**src/kmp_pkg.sv**
```systemverilog
// Shared types and constants for the streaming KMP matcher.
// Used by kmp_engine, kmp_out_stage and kmp_stream_matcher; depends on nothing.
package kmp_pkg;

  localparam int KMP_MAX_PATTERN   = 256;
  localparam int KMP_SYMBOL_BITS   = 8;
  localparam int KMP_POSITION_BITS = 32;
  localparam int KMP_START_W       = 32;

  typedef enum logic [1:0] {
    OP_CLEAR  = 2'd0,
    OP_APPEND = 2'd1,
    OP_TEXT   = 2'd2,
    OP_NOP    = 2'd3
  } kmp_op_t;

  typedef enum logic [1:0] {
    ST_OK    = 2'd0,
    ST_FULL  = 2'd1,
    ST_NOPAT = 2'd2
  } kmp_status_t;

  typedef enum logic [1:0] {
    S_IDLE,
    S_WALK,
    S_FINISH
  } kmp_state_t;

  typedef struct packed {
    logic                   found;
    logic [KMP_START_W-1:0] match_start;
    kmp_status_t            status;
  } kmp_res_t;

endpackage

```
**src/kmp_ram.sv**
```systemverilog
// Generic single-port-write, single-port-read RAM with a registered read.
// Stands alone; instanced for the pattern store and the failure table.
module kmp_ram #(
  parameter int WIDTH = 8,
  parameter int DEPTH = 256,
  parameter int AW    = (DEPTH > 1) ? $clog2(DEPTH) : 1
) (
  input  logic             clk,
  input  logic             we,
  input  logic [AW-1:0]    waddr,
  input  logic [WIDTH-1:0] wdata,
  input  logic [AW-1:0]    raddr,
  output logic [WIDTH-1:0] rdata
);

  logic [WIDTH-1:0] mem [DEPTH];
  logic [WIDTH-1:0] rdata_r;

  always_ff @(posedge clk) begin
    if (we) begin
      mem[waddr] <= wdata;
    end
    rdata_r <= mem[raddr];
  end

  assign rdata = rdata_r;

endmodule

```
**src/kmp_engine.sv**
```systemverilog
// Request sequencer of the KMP matcher: pattern store and failure table in RAM,
// failure-link walks one step a cycle. Depends on kmp_pkg and kmp_ram.
module kmp_engine #(
  parameter int MAX_PATTERN   = kmp_pkg::KMP_MAX_PATTERN,
  parameter int SYMBOL_BITS   = kmp_pkg::KMP_SYMBOL_BITS,
  parameter int POSITION_BITS = kmp_pkg::KMP_POSITION_BITS
) (
  input  logic              clk,
  input  logic              rst_n,
  input  logic              in_valid,
  input  logic [1:0]        in_opcode,
  input  logic [7:0]        in_symbol,
  output logic              in_stall,
  output logic              res_valid,
  output kmp_pkg::kmp_res_t res,
  input  logic              res_ready
);
  import kmp_pkg::*;

  localparam int IDX_W     = (MAX_PATTERN > 1) ? $clog2(MAX_PATTERN) : 1;
  localparam int CNT_W     = $clog2(MAX_PATTERN + 1);
  localparam int SYM_EXT_W = (SYMBOL_BITS > 8) ? SYMBOL_BITS : 8;
  localparam int DIFF_W    = (POSITION_BITS > CNT_W) ? POSITION_BITS : CNT_W;

  kmp_state_t               state_r, state_nxt;
  kmp_op_t                  op_r, op_nxt;
  logic [SYMBOL_BITS-1:0]   sym_r, sym_nxt;
  logic [IDX_W-1:0]         j_r, j_nxt;
  logic [CNT_W-1:0]         len_r, len_nxt;
  logic [IDX_W-1:0]         match_r, match_nxt;
  logic [IDX_W-1:0]         lastf_r, lastf_nxt;
  logic [POSITION_BITS-1:0] pos_r, pos_nxt;
  kmp_res_t                 res_r, res_nxt;

  logic                     accept;
  kmp_op_t                  in_op;
  logic [SYM_EXT_W-1:0]     sym_ext;
  logic [SYMBOL_BITS-1:0]   in_sym;
  logic                     len_lt_max;

  logic                     pat_we, fail_we;
  logic [IDX_W-1:0]         pat_waddr, fail_waddr;
  logic [SYMBOL_BITS-1:0]   pat_wdata, pat_rdata;
  logic [IDX_W-1:0]         fail_wdata, fail_rdata;
  logic [IDX_W-1:0]         rd_base;

  logic                     sym_eq, walk_end, found_now;
  logic [CNT_W-1:0]         j_ext;
  logic [DIFF_W-1:0]        start_w;

  assign accept     = in_valid && (state_r == S_IDLE);
  assign in_op      = kmp_op_t'(in_opcode);
  assign sym_ext    = SYM_EXT_W'(in_symbol);
  assign in_sym     = sym_ext[SYMBOL_BITS-1:0];
  assign len_lt_max = len_r < CNT_W'(MAX_PATTERN);

  assign sym_eq    = (pat_rdata == sym_r);
  assign walk_end  = sym_eq || (j_r == '0);
  assign j_ext     = CNT_W'(j_r) + CNT_W'(sym_eq);
  assign found_now = (j_ext == len_r);
  assign start_w   = DIFF_W'(pos_r) + DIFF_W'(1) - DIFF_W'(len_r);

  // Both memories are read at the candidate count each cycle: the symbol at j
  // and the failure entry for j-1, which is the next count on a mismatch.
  kmp_ram #(.WIDTH(SYMBOL_BITS), .DEPTH(MAX_PATTERN), .AW(IDX_W)) u_pat_ram (
    .clk   (clk),
    .we    (pat_we),
    .waddr (pat_waddr),
    .wdata (pat_wdata),
    .raddr (rd_base),
    .rdata (pat_rdata)
  );

  kmp_ram #(.WIDTH(IDX_W), .DEPTH(MAX_PATTERN), .AW(IDX_W)) u_fail_ram (
    .clk   (clk),
    .we    (fail_we),
    .waddr (fail_waddr),
    .wdata (fail_wdata),
    .raddr (rd_base - IDX_W'(1)),
    .rdata (fail_rdata)
  );

  always_comb begin
    state_nxt = state_r;
    unique case (state_r)
      S_IDLE: begin
        if (accept) begin
          if ((in_op == OP_APPEND && len_r != '0 && len_lt_max) ||
              (in_op == OP_TEXT && len_r != '0)) begin
            state_nxt = S_WALK;
          end else begin
            state_nxt = S_FINISH;
          end
        end
      end
      S_WALK: begin
        if (walk_end) begin
          state_nxt = S_FINISH;
        end
      end
      S_FINISH: begin
        if (res_ready) begin
          state_nxt = S_IDLE;
        end
      end
      default: state_nxt = S_IDLE;
    endcase
  end

  always_comb begin
    op_nxt     = op_r;
    sym_nxt    = sym_r;
    j_nxt      = j_r;
    len_nxt    = len_r;
    match_nxt  = match_r;
    lastf_nxt  = lastf_r;
    pos_nxt    = pos_r;
    res_nxt    = res_r;
    pat_we     = 1'b0;
    fail_we    = 1'b0;
    pat_waddr  = len_r[IDX_W-1:0];
    pat_wdata  = in_sym;
    fail_waddr = len_r[IDX_W-1:0];
    fail_wdata = '0;
    rd_base    = fail_rdata;
    in_stall   = 1'b1;
    unique case (state_r)
      S_IDLE: begin
        in_stall = 1'b0;
        rd_base  = (in_op == OP_TEXT) ? match_r : lastf_r;
        if (accept) begin
          op_nxt  = in_op;
          sym_nxt = in_sym;
          j_nxt   = rd_base;
          res_nxt = '{found: 1'b0, match_start: '0, status: ST_OK};
          unique case (in_op)
            OP_CLEAR: begin
              len_nxt   = '0;
              match_nxt = '0;
              pos_nxt   = '0;
            end
            OP_APPEND: begin
              if (!len_lt_max) begin
                res_nxt.status = ST_FULL;
              end else begin
                pat_we = 1'b1;
                // The first symbol has an empty proper border, so no walk.
                if (len_r == '0) begin
                  fail_we   = 1'b1;
                  len_nxt   = CNT_W'(1);
                  lastf_nxt = '0;
                end
              end
            end
            OP_TEXT: begin
              if (len_r == '0) begin
                res_nxt.status = ST_NOPAT;
                pos_nxt        = pos_r + POSITION_BITS'(1);
              end
            end
            default: ;
          endcase
        end
      end
      S_WALK: begin
        j_nxt = fail_rdata;
        if (walk_end) begin
          if (op_r == OP_APPEND) begin
            fail_we    = 1'b1;
            fail_wdata = j_ext[IDX_W-1:0];
            lastf_nxt  = j_ext[IDX_W-1:0];
            len_nxt    = len_r + CNT_W'(1);
          end else begin
            pos_nxt = pos_r + POSITION_BITS'(1);
            if (found_now) begin
              res_nxt.found       = 1'b1;
              res_nxt.match_start = KMP_START_W'(start_w[POSITION_BITS-1:0]);
              match_nxt           = lastf_r;
            end else begin
              match_nxt = j_ext[IDX_W-1:0];
            end
          end
        end
      end
      S_FINISH: ;
      default: ;
    endcase
  end

  always_ff @(posedge clk) begin
    if (!rst_n) begin
      state_r <= S_IDLE;
      len_r   <= '0;
      match_r <= '0;
      lastf_r <= '0;
      pos_r   <= '0;
    end else begin
      state_r <= state_nxt;
      len_r   <= len_nxt;
      match_r <= match_nxt;
      lastf_r <= lastf_nxt;
      pos_r   <= pos_nxt;
    end
  end

  always_ff @(posedge clk) begin
    op_r  <= op_nxt;
    sym_r <= sym_nxt;
    j_r   <= j_nxt;
    res_r <= res_nxt;
  end

  assign res_valid = (state_r == S_FINISH);
  assign res       = res_r;

  a_len_bound: assert property (@(posedge clk) disable iff (!rst_n)
    len_r <= CNT_W'(MAX_PATTERN))
    else $error("pattern length exceeds capacity");

  a_match_below_len: assert property (@(posedge clk) disable iff (!rst_n)
    (len_r != '0) || (match_r == '0))
    else $error("matched count nonzero with empty pattern");

  a_match_lt_len: assert property (@(posedge clk) disable iff (!rst_n)
    (len_r != '0) |-> (CNT_W'(match_r) < len_r))
    else $error("matched count not below pattern length");

  a_walk_index: assert property (@(posedge clk) disable iff (!rst_n)
    (state_r == S_WALK) |-> (CNT_W'(j_r) < len_r))
    else $error("failure walk index outside the pattern");

  a_finish_holds: assert property (@(posedge clk) disable iff (!rst_n)
    (state_r == S_FINISH && !res_ready) |=> (state_r == S_FINISH && $stable(res_r)))
    else $error("pending result lost before the output stage took it");

endmodule

```
**src/kmp_out_stage.sv**
```systemverilog
// Output register of the KMP matcher: holds one result until the receiver takes it.
// Depends on kmp_pkg for the result type.
module kmp_out_stage (
  input  logic                             clk,
  input  logic                             rst_n,
  input  logic                             res_valid,
  input  kmp_pkg::kmp_res_t                res,
  output logic                             res_ready,
  output logic                             out_valid,
  output logic                             out_found,
  output logic [kmp_pkg::KMP_START_W-1:0]  out_match_start,
  output logic [1:0]                       out_status,
  input  logic                             out_stall
);
  import kmp_pkg::*;

  logic     valid_r, valid_nxt;
  kmp_res_t data_r, data_nxt;
  logic     take;

  assign res_ready = !valid_r || !out_stall;
  assign take      = res_valid && res_ready;

  always_comb begin
    data_nxt = data_r;
    if (take) begin
      valid_nxt = 1'b1;
      data_nxt  = res;
    end else if (!out_stall) begin
      valid_nxt = 1'b0;
    end else begin
      valid_nxt = valid_r;
    end
  end

  always_ff @(posedge clk) begin
    if (!rst_n) begin
      valid_r <= 1'b0;
    end else begin
      valid_r <= valid_nxt;
    end
  end

  always_ff @(posedge clk) begin
    data_r <= data_nxt;
  end

  assign out_valid       = valid_r;
  assign out_found       = data_r.found;
  assign out_match_start = data_r.match_start;
  assign out_status      = data_r.status;

endmodule

```
**src/kmp_stream_matcher.sv**
```systemverilog
// Streaming Knuth-Morris-Pratt matcher, top level.
// Depends on kmp_pkg, kmp_engine (with kmp_ram) and kmp_out_stage.
//
// Input channel: in_opcode selects clear, append pattern symbol, text symbol or
// no operation; in_symbol carries the symbol. A request is taken when in_valid
// is high and in_stall is low. Every request gives exactly one result on the
// output channel (out_found, out_match_start, out_status), taken when out_valid
// is high and out_stall is low.
// Sequence: clear, no operation, a dropped append, the first append and text with
// no pattern go from acceptance straight to the finish state and then to the
// output register; an append or text request with a pattern loaded first passes
// through the walk state, which follows failure links until the symbol matches
// or the count is zero. The walk reads the pattern RAM and the failure RAM once
// per cycle each. Failure steps never outnumber advances. The next request is
// taken only once the engine is back in idle, after its result has left the
// finish state. One request is in work at a time.
// Reset (synchronous, rst_n low) empties the pattern, zeroes the matched count
// and text position and drops any held result; the RAMs are not cleared.
// While the receiver stalls, the result register holds; one further finished
// result waits inside the engine and the input stalls until it can move on.
module kmp_stream_matcher #(
  parameter int MAX_PATTERN   = kmp_pkg::KMP_MAX_PATTERN,
  parameter int SYMBOL_BITS   = kmp_pkg::KMP_SYMBOL_BITS,
  parameter int POSITION_BITS = kmp_pkg::KMP_POSITION_BITS
) (
  input  logic                            clk,
  input  logic                            rst_n,
  input  logic                            in_valid,
  input  logic [1:0]                      in_opcode,
  input  logic [7:0]                      in_symbol,
  output logic                            in_stall,
  output logic                            out_valid,
  output logic                            out_found,
  output logic [kmp_pkg::KMP_START_W-1:0] out_match_start,
  output logic [1:0]                      out_status,
  input  logic                            out_stall
);
  import kmp_pkg::*;

  logic     res_valid;
  logic     res_ready;
  kmp_res_t res;

  kmp_engine #(
    .MAX_PATTERN   (MAX_PATTERN),
    .SYMBOL_BITS   (SYMBOL_BITS),
    .POSITION_BITS (POSITION_BITS)
  ) u_engine (
    .clk       (clk),
    .rst_n     (rst_n),
    .in_valid  (in_valid),
    .in_opcode (in_opcode),
    .in_symbol (in_symbol),
    .in_stall  (in_stall),
    .res_valid (res_valid),
    .res       (res),
    .res_ready (res_ready)
  );

  kmp_out_stage u_out (
    .clk             (clk),
    .rst_n           (rst_n),
    .res_valid       (res_valid),
    .res             (res),
    .res_ready       (res_ready),
    .out_valid       (out_valid),
    .out_found       (out_found),
    .out_match_start (out_match_start),
    .out_status      (out_status),
    .out_stall       (out_stall)
  );

endmodule
```
**config.mk**
```make
export PLATFORM = sky130hd
export DESIGN_NAME = kmp_stream_matcher
export DESIGN_NICKNAME = d
export VERILOG_FILES = /design/src/kmp_pkg.sv /design/src/kmp_ram.sv /design/src/kmp_engine.sv /design/src/kmp_out_stage.sv /design/src/kmp_stream_matcher.sv
export SDC_FILE = /design/constraint.sdc
export NUM_CORES = 2
export LEC_CHECK = 0
export BUFFER_PORTS_ARGS = -buffer_cell sky130_fd_sc_hd__buf_2
export CAP_MARGIN = 10
export CORE_MARGIN = 2
export CORE_UTILIZATION = 32
export CTS_CLUSTER_DIAMETER = 150
export CTS_CLUSTER_SIZE = 16
export DETAILED_ROUTE_END_ITERATION = 12
export GPL_ROUTABILITY_DRIVEN = 0
export HOLD_SLACK_MARGIN = 0.02
export MAX_ROUTING_LAYER = met4
export SYNTH_ARGS = -nofsm -noshare
export SYNTH_HDL_FRONTEND = slang
export SYNTH_SLANG_ARGS = --single-unit
```
**constraint.sdc**
```tcl
create_clock -name clk -period 17.5 [get_ports clk]
set_clock_uncertainty 0.2 [all_clocks]
set_input_delay 0.875 -clock clk [delete_from_list [all_inputs] [get_ports clk]]
set_output_delay 0.875 -clock clk [all_outputs]
set_load 0.01 [all_outputs]
```
==> impl_metrics.tcl <==
set metrics [dict create \
    critical_path_class "in2reg" \
    clkSlewWorstSetupHoldPaths_ns 0.07 \
    rsz0062_at_grt "false" \
    ys_ff_latch 4260 \
    vdd.ir_drop.worst_v 0.0000879 \
    htree_levels 5 \
    die_y_microns 733 \
    yosys.area_share.simple_pct 6.99 \
    portBuffers 50 \
    synth_ff_type "edfxtp_1" \
    dieArea_sq_um 537000 \
    crit_fanout 99 \
    fin_crit_sh_pct 43.7 \
    grt_pass1_wl_microns 683000 \
    fmax_ghz 0.131 \
    slew_headroom_pct 0.228 \
    synth_fa_ha_area_share_pct 0.159 \
    critPathMaxStageDelay_ns 0.77 \
    detail_route.vias_per_cell 5.51 \
    pre_cts_ws_ns 9.36 \
    cap_viol_max_count 1 \
    synth_top_family_by_area "multiplexers" \
    ys_warn_count 0 \
    first_pass_iters 6 \
    drv_slew 0 \
    synth_edf_count 4184 \
    synth.distinct_cells 110 \
    drc_errors 0 \
    synthToLayoutAreaGrowth_pct 9.70 \
    gr-usage-all-layers_pct 17.9 \
    tritoncts.num_buffers 308 \
    min_path_type "reg2reg" \
    floorplan.initialDensity_pct 32.1 \
    cts-root-buf "clkbuf_16" \
    io_pins 51 \
    drtIter0Drc 13100 \
    grt_max_degree 199 \
    cpMaxStageDelayCell "buf_4" \
    min_period_ns 7.65 \
    row_count 267 \
    critPathTopFamily "buffers and inverters" \
    cp_common_cell "buf_4" \
    cellPowerDensity_nw_per_um2 113 \
    required_ns 18.06 \
    synth_area_per_cell_sq_um 17.4 \
    clock_latency_ns 0.92 \
    reg2reg_slack_ns 9.93 \
    crit_path_start_kind "input pin" \
    fin_hold_ws_ns 0.217 \
    cts.hold.buffers_added 2 \
    cts_buffer_depth 4 \
    crit_arrival_ns 8.21 \
    cts_tree "done" \
    grt_pass1_vias 88700 \
    postRouteAntennaNets 0 \
    synth_most_common_cell "edfxtp_1" \
    num_vias 92700 \
    status "finished with violations" \
    synthArstFlopShare_pct 0 \
    place_hpwl_microns 281000 \
    clkSinkCount 4260 \
    synth_compound_area_share_pct 4.20 \
    grt_overflow 0 \
    finalSetupViolCount 0 \
    synth.area.top_cells "edfxtp_1, mux4_2, nand2_1" \
    power.total_mw 21.0 \
    synth_area_sq_um 170000 \
    antenna_found_initial 20 \
    drive_gt1_share_pct 15.2 \
    finalWorstSetupSlack_ns 9.85 \
    post_cts_resized 0 \
    synth-xor-area-share_pct 0.411 \
    core_area_sq_um 529000 \
    synth-seq-area-share_pct 74.9 \
    endpoint_kind "flop" \
    hold_violations 0 \
    totalWireLength_microns 484000 \
    violations "max-capacitance violations" \
    leakage_nw 55.0 \
    fin_tns_setup_ns 0 \
    wl_per_cell_microns 28.7 \
    syn_nets 9815 \
    die-width_microns 733 \
    path_cells "dlygate4sd3_1, buf_2, inv_1, ha_1, buf_4, mux2i_2, a21boi_4, buf_12, buf_4, buf_4, buf_4, buf_4, mux4_2, mux4_2, mux2i_1, o221ai_1, a31oi_1, a31oi_1" \
    critPathBufInv 9 \
    synthTopCellsByCount "edfxtp_1, nand2_1, mux4_2, nor2_1, nand3_1" \
    yosysTopAreaCell "edfxtp_1" \
    synthMuxAreaShare_pct 11.2 \
    worstMarginPinSlew_ns 1.48 \
    nets 9782 \
    synthCells 9780 \
    synth_top_cell_area_share_pct 74.0 \
    post_cts_buffers 0 \
]
-- stage by stage --
step	cell area [sq um]	cells	utilization (%)
after floorplan	170000	9780	-
after global placement	178000	16400	33.6
after detailed placement	178000	16400	33.6
after CTS	186000	16800	35.2
after global routing	186000	16800	35.2
final	186000	16800	35.2
-- report_power, final --
group          internal [mW]  switching (mW)  total [mW]
sequential              11.1          0.0507        11.2
combinational          0.865            2.19        3.06
clock                   3.31            3.41        6.72
-- path summary, 6_finish.rpt --
check,to,from,cells past startpoint
setup reg to reg,u_engine.u_fail_ram.rdata[6],u_engine.state_r[0],13
setup / recovery,u_engine.u_fail_ram.rdata[6],in_opcode[0],18
hold / removal,u_out.out_match_start[7],u_engine.res[9],0
hold reg to reg,u_out.out_match_start[7],u_engine.res[9],0
-- state kept, by name (all words and copies together), names as in the netlist --
signal / cells
u_engine.sym_r: 8
u_engine.u_pat_ram.mem: 2048
u_out.out_found: 1
u_engine.state_r: 2
u_engine.u_fail_ram.rdata: 8
u_engine.op_r: 2
u_out.out_status: 2
u_engine.j_r: 8
u_out.out_valid: 1
u_engine.match_r: 8
u_engine.pos_r: 32
u_out.out_match_start: 32
u_engine.lastf_r: 8
u_engine.len_r: 9
u_engine.res: 35
u_engine.u_pat_ram.rdata: 8
u_engine.u_fail_ram.mem: 2048
-- area by class of cell --
type / count / area (sq um)
clock buffers: 380 / 8250
diodes: 8 / 20.0
inverters: 32 / 140
multi-input cells: 4863 / 39600
repair buffers: 282 / 2300
clock inverters: 8 / 95.1
flip-flops and latches: 4260 / 127000
well taps: 6994 / 8750
fillers: 49100 / 343000
-- logic make-up (layout without fill, tap and decap cells) --
kind of cell    Yosys count  count (layout)
compound gates         1031            1031
xor+xnor                 78              78
fa+ha+maj                21              21
buf+inv                 657             702
flops                  4260            4260
mux                     990             990
other cells               0               8
simple gates           2743            2743
-- cell usage in the layout (no fill, tap or decap), types with 16 or more instances in the layout --
| master | instances |
|---|---|
| nor2_4 | 16 |
| a32o_1 | 26 |
| and3_1 | 41 |
| o21ai_0 | 136 |
| dfxtp_1 | 76 |
| xor2_1 | 28 |
| clkbuf_16 | 321 |
| mux2i_1 | 245 |
| o22ai_1 | 52 |
| mux2_2 | 17 |
| a22oi_1 | 76 |
| inv_1 | 26 |
| o31ai_1 | 23 |
| nor3_1 | 95 |
| nand3_1 | 407 |
| buf_2 | 44 |
| nor4_1 | 34 |
| nand2_1 | 1202 |
| nand3_2 | 16 |
| o311ai_0 | 21 |
| mux4_2 | 710 |
| a211oi_1 | 44 |
| buf_4 | 209 |
| a31oi_1 | 147 |
| a32oi_1 | 27 |
| edfxtp_1 | 4184 |
| or3_1 | 40 |
| nand4_1 | 31 |
| a221oi_1 | 56 |
| o211ai_1 | 25 |
| nor2b_1 | 26 |
| ha_1 | 19 |
| a21oi_1 | 191 |
| xnor2_1 | 45 |
| nor2_1 | 679 |
| and2_1 | 50 |
| nand2_2 | 17 |
| clkbuf_1 | 59 |
| buf_12 | 19 |
-- routing by layer --
metal	up-vias	GRT usage, %	routed length (microns)
li1	38400	-	-
met5	-	-	0
met4	0	5.94	18600
met3	793	3.16	45500
met1	48900	24.5	198000
met2	4669	27.0	222000
Note: power is estimated with default switching activity, not from simulation.
